<file path="src/hw/rtl/quintic_trajectory_sampler_assert.svh">
// Assertion macros for the quintic trajectory sampler.
// Included by the top level; no other dependencies.
`ifndef QUINTIC_TRAJECTORY_SAMPLER_ASSERT_SVH
`define QUINTIC_TRAJECTORY_SAMPLER_ASSERT_SVH
`ifndef SYNTHESIS
// Same-cycle implication, disabled while reset is high.
`define QTS_ASSERT_IMPL(name, ck, rs, ante, cons) \
  name: assert property (@(posedge ck) disable iff (rs) (ante) |-> (cons)) \
    else $error("qts assertion failed: same-cycle implication");
// Next-cycle implication, disabled while reset is high.
`define QTS_ASSERT_NEXT(name, ck, rs, ante, cons) \
  name: assert property (@(posedge ck) disable iff (rs) (ante) |=> (cons)) \
    else $error("qts assertion failed: next-cycle implication");
`else
`define QTS_ASSERT_IMPL(name, ck, rs, ante, cons)
`define QTS_ASSERT_NEXT(name, ck, rs, ante, cons)
`endif
`endif

</file>
<file path="src/hw/rtl/qts_pkg.sv">
// Shared types and constants of the quintic trajectory sampler.
// No dependencies.
`timescale 1ns / 1ps
package qts_pkg;

  localparam int IN_W   = 16;
  localparam int OUT_W  = 24;
  localparam int IDX_W  = 6;
  localparam int ACC_W  = 40;
  localparam int FRAC_W = 24;
  localparam int SQ_W   = FRAC_W + 1;
  localparam int NSTEP  = 5;
  localparam int DIV_LAT = 3;
  localparam int QDEPTH = 2;
  localparam int QPTR_W = 1;

  localparam logic signed [OUT_W-1:0] OUT_MAX = {1'b0, {(OUT_W-1){1'b1}}};
  localparam logic signed [OUT_W-1:0] OUT_MIN = {1'b1, {(OUT_W-1){1'b0}}};

  // Configuration register indexes.
  typedef enum logic [1:0] {
    REG_START_VEL_X = 2'd0,
    REG_END_VEL_X   = 2'd1,
    REG_START_VEL_Y = 2'd2,
    REG_END_VEL_Y   = 2'd3
  } cfg_reg_t;

  // Nonzero polynomial and derivative coefficients of one axis.
  typedef struct packed {
    logic signed [ACC_W-1:0] c0;
    logic signed [ACC_W-1:0] c1;
    logic signed [ACC_W-1:0] c3;
    logic signed [ACC_W-1:0] c4;
    logic signed [ACC_W-1:0] c5;
    logic signed [ACC_W-1:0] d2;
    logic signed [ACC_W-1:0] d3;
    logic signed [ACC_W-1:0] d4;
  } axis_coef_t;

  typedef struct packed {
    axis_coef_t x;
    axis_coef_t y;
  } coef_set_t;

endpackage

</file>
<file path="src/hw/rtl/qts_fifo.sv">
// Short queue of solved coefficient sets between front and back.
// Depends on qts_pkg.
`timescale 1ns / 1ps
module qts_fifo import qts_pkg::*; (
  input  logic      clk,
  input  logic      rst,
  input  logic      push,
  input  coef_set_t push_data,
  input  logic      pop,
  output coef_set_t pop_data,
  output logic      empty,
  output logic      full
);

  coef_set_t          mem [QDEPTH];
  logic [QPTR_W-1:0]  wr_ptr;
  logic [QPTR_W-1:0]  rd_ptr;
  logic [QPTR_W:0]    count;

  assign empty    = (count == '0);
  assign full     = (count == (QPTR_W+1)'(QDEPTH));
  assign pop_data = mem[rd_ptr];

  // Storage is written only on push.
  always_ff @(posedge clk) begin
    if (push) begin
      mem[wr_ptr] <= push_data;
    end
  end

  // Pointers and fill count.
  always_ff @(posedge clk) begin
    if (rst) begin
      wr_ptr <= '0;
      rd_ptr <= '0;
      count  <= '0;
    end else begin
      if (push) begin
        wr_ptr <= wr_ptr + QPTR_W'(1);
      end
      if (pop) begin
        rd_ptr <= rd_ptr + QPTR_W'(1);
      end
      if (push && !pop) begin
        count <= count + (QPTR_W+1)'(1);
      end else if (pop && !push) begin
        count <= count - (QPTR_W+1)'(1);
      end
    end
  end

endmodule

</file>
<file path="config.mk">
export PLATFORM = sky130hd
export DESIGN_NAME = qts_fifo
export DESIGN_NICKNAME = d
export VERILOG_FILES = /design/src/hw/rtl/quintic_trajectory_sampler_assert.svh /design/src/hw/rtl/qts_pkg.sv /design/src/hw/rtl/qts_fifo.sv
export SDC_FILE = /design/constraint.sdc
export NUM_CORES = 1
export LEC_CHECK = 0
export ABC_CLOCK_PERIOD_IN_PS = 39900
export CAP_MARGIN = 20
export CORE_AREA = 2 2 500 502
export CTS_BUF_LIST = sky130_fd_sc_hd__clkbuf_8
export DETAILED_ROUTE_END_ITERATION = 16
export DIE_AREA = 0 0 502 504
export DONT_BUFFER_PORTS = 1
export HOLD_SLACK_MARGIN = 0.15
export PLACE_DENSITY_LB_ADDON = 0.1
export SYNTH_ARGS = -nofsm -noshare
export SYNTH_HDL_FRONTEND = slang
export SYNTH_SLANG_ARGS = --single-unit
</file>
<file path="constraint.sdc">
create_clock -name clk -period 39.9 [get_ports clk]
set_input_delay 1.995 -clock clk [delete_from_list [all_inputs] [get_ports clk]]
set_output_delay 1.995 -clock clk [all_outputs]
set_load 0.005 [all_outputs]
</file>
* Word-level counts from Yosys, hierarchy flattened *
Memory sizes are Yosys's and may differ from the RTL's. A register that Yosys moved wholly into a read port is not among the register bits.
Cells that the tools add are included.

word-level totals
  register bits after elaboration = 4
  bits in latches = 0
  RAM bits = 1,280
  ROM bits = 0
  output and inout bits = 642
  memories kept = 1

memory list
  name  words  width  read ports  clocked after memory_dff  wr ports  line            source
  mem   2      640    1           1                         1         qts_fifo.sv:15  coef_set_t mem [QDEPTH];

operators by class
  add/subtract/negate cells = 4
  $mul = 0
  div/mod/pow operators = 0
  magnitude comparators = 0
  equal/unequal tests = 1
  shifts and indexed selects = 0
  multiplexer cells = 6
  bitwise operators = 0
  reduce and logical (&&, ||, !) cells = 6

operators by type and width
  operator                                          number
  two-way mux 1 bit                                 4
  two-way mux 2 bit                                 2
  adder 1 bit, second input constant                2
  adder 2 x 1 -> 2 bit, second input constant       1
  == test 2 bit, second input constant              1
  logical AND 1 bit                                 2
  logical NOT 1 bit                                 2
  logical NOT 2 bit                                 1
  nonzero test 2 bit                                1
  subtractor 2 x 1 -> 2 bit, second input constant  1

* Logic depth before layout (Yosys ltp) *
  depth after elaboration = 4
  depth in mapped cells = 5

* Least setup slack after synthesis *
No wires, ideal clock.

  path type = input-to-reg
  start = in push
  end = mem mem[0][0] (netlist name) (enable)
  data arrival time = 29.413 ns
  data required time = 38.163 ns
  slack = 8.750 ns
  stages on the path = 1
  buffers on the path = 0
  cell sequence = nor2b_1

on the way
  longest elaborated chain between the ends = 2

RTL lines
  element                                  line            source
  start: declaration                       qts_fifo.sv:7   input logic push,
  two-way mux 1 bit                        qts_fifo.sv:26  if (push) begin
  two-way mux 1 bit (implied by the code)  qts_fifo.sv:27  mem[wr_ptr] <= push_data;
  end: declaration                         qts_fifo.sv:15

Every way passes these cells.

==> impl_metrics.ini <==
[outcome]
status = finished, final reports clean

[pwr]
powerDensity_nw_per_um2 = 54.3
switching_share_pct = 24.4
power_frac_seq_pct = 51.6
power.total_mw = 3.11
power.internal_mw = 2.35
power_leakage_nw = 19.5
vdd_ir_drop_max_mv = 0.0331
combPwrFrac_pct = 9.1
switchingPower_uw = 757
clkPwrFrac_pct = 39.4

[detailed_routing]
ant_nets = 0
drc_errors = 0
vias_per_cell = 3.54
route.vias.total = 20430
firstDrtPassIters = 5
drt_wl_total_um = 161000
detail_route.wl_per_cell_um = 27.9
dr.first_iter.drc_count = 1216

[die]
coreArea_sq_um = 248000
die_area_sq_um = 253000
start_util_pct = 20.0
rows = 183
die_h_um = 504
die_w_um = 502
io_pins = 1286

[worst_setup_path]
crit_fanout = 105
end_kind = primary output
critPathArrivalTime_ns = 4.63
cp-start-kind = flop
crit_type = reg -> out
required_ns = 37.90
rrSetupSlack_ns = 36.52

[synth]
yosys_warnings = 0
yosysUniqueCellTypes = 17
synth_top_area_share_pct = 77.7
syn_avg_cell_area_sq_um = 24.6
synth_cells = 2013
synth_nets = 2658
ys_top_cells_by_area = edfxtp_1, mux2_4, buf_12, mux2_2, dfxtp_1
ys_ff_latch = 1285
ys_seq_area_share_pct = 77.9
synth_top_cell_by_area = edfxtp_1
synth_area_sq_um = 49500

[timing]
grt_setup_unrepaired = false
slew_violations = 0
whs_ns = 0.518
fmax_ghz = 0.151
period_needed_ns = 6.62
hold_violations = 0
finClkSkew_ns = 0.0532
finalSetupTns_ns = 0
tightest_slew_ns = 1.17
slew_headroom_pct = 22.3
setup_viol = 0
fin_crit_sh_pct = 16.6

[layout]
layoutNonFillerInstCount = 5777
nFillCells = 25316
final_nets = 2851
synthToLayoutAreaGrowth_pct = 15.8
drive_gt1_share_pct = 40.8
finish.utilization_pct = 23.1

[hold_path]
min-delay-path-class = reg -> reg

[clock_network]
clkTransAtPathRegs_ns = 0.06
cts_made_buffers = 235
cts_hold_buf = 0
postCtsSetupBuffers = 0
cts_max_level = 4
ctsResizeCount = 0
cts-root-buf = clkbuf_8
clock_sink_count = 1285
clock_latency_ns = 0.99
cts_tree = yes
cts_buffer_depth = 3

[global_route]
grt.total_usage_pct = 12.2
grt_pass1_wl_um = 206000
grt-ovfl-total = 0
grt_busiest_layer = met2
grt_pass1_vias = 21605
grt_max_degree = 157
use_met2_pct = 21.2
grtUsageMet3_pct = 10.8
antenna_found_initial = 86
met1_usage_pct = 9.36

[placed_design]
io_buffers = 0
hpwl_um = 119000
gp_congestion = 0.825
dpl.cell_count = 5297

[flow_run]
drv_cap = 0
cell usage after synthesis:
library cell	n
a21oi_1	1
and2_1	1
buf_12	66
buf_4	4
buf_6	1
dfxtp_1	5
edfxtp_1	1280
ha_1	1
inv_1	1
mux2_2	40
mux2_4	600
nor2_1	5
nor2b_1	2
o21ai_0	1
or3_1	1
xnor2_1	2
xor2_1	2
layout by cell type (no fill, tap or decap), drive strengths merged:
| cell | n |
|---|---|
| a21oi | 1 |
| nor2b | 2 |
| mux2 | 640 |
| diode | 41 |
| bufinv | 14 |
| edfxtp | 1280 |
| nor2 | 5 |
| clkinv | 128 |
| clkinvlp | 2 |
| xnor2 | 2 |
| inv | 55 |
| dfxtp | 5 |
| o21ai | 1 |
| xor2 | 2 |
| buf | 27 |
| clkbuf | 239 |
| ha | 1 |
| and2 | 1 |
| or3 | 1 |
layer usage:
layer  share of wire [%]  wire, um
met1                  27     44300
met2                  50     80400
met3                  19     30200
met4                 3.4      5500
met5                0.41       667
worst paths after layout:
| kind | startpoint | to | cells past startpoint |
|---|---|---|---|
| max | flop | pop_data[1] | 4 |
| max reg2reg | wr_ptr | mem[1][526] | 3 |
| min reg2reg | rd_ptr | flop | 2 |
| min | rd_ptr | flop | 2 |
per-stage QoR:
stage | cell area [sq um] | setup WS, ns
2_1_floorplan | 49500 | 8.75
3_3_place_gp | 52600 | 34.23
3_5_place_dp | 52600 | 34.15
4_1_cts | 57100 | 33.02
5_1_grt | 57200 | 32.91
6_report | 57300 | 33.28
worst max-delay path: stages, from the launching register on:
cell     delay [ns]
dfxtp_4        0.67
buf_4          0.80
buf_12         0.62
buf_4          0.84
mux2_2         0.43
final cells by class:
cell class / count / area, sq um / share of cell area [%]
sequential: 1285 / 38500 / 67.3
clock buffer: 239 / 3290 / 5.74
timing repair buffer: 27 / 330 / 0.577
multi-input combinational: 656 / 9570 / 16.7
inverter: 1 / 3.75 / 0.00655
clock inverter: 198 / 1270 / 2.23
antenna: 41 / 103 / 0.179
tap: 3330 / 4170 / 7.27
flip-flops by register name (all words and copies together) (netlist names), named ones only:
name,count
mem,1280
rd_ptr,1
wr_ptr,1
count,2
power groups by stage:
| stage | clock network, mW | registers [mW] | logic, mW |
|---|---|---|---|
| 2_1_floorplan | 0 | 1.70 | 0.222 |
| 3_3_place_gp | 0 | 1.63 | 0.293 |
| 3_5_place_dp | 0 | 1.63 | 0.295 |
| 4_1_cts | 1.28 | 1.60 | 0.297 |
| 5_1_grt | 1.34 | 1.61 | 0.302 |
| 6_report | 1.22 | 1.60 | 0.282 |
cells by family after synthesis:
group,synth area share [%]
fa+ha+maj,0.0253
xor+xnor,0.0708
mux,19.1
simple gates,0.0885
buf+inv,2.76
flops,77.9
compound gates,0.0202
No activity file was read; power rests on OpenSTA's default activity.
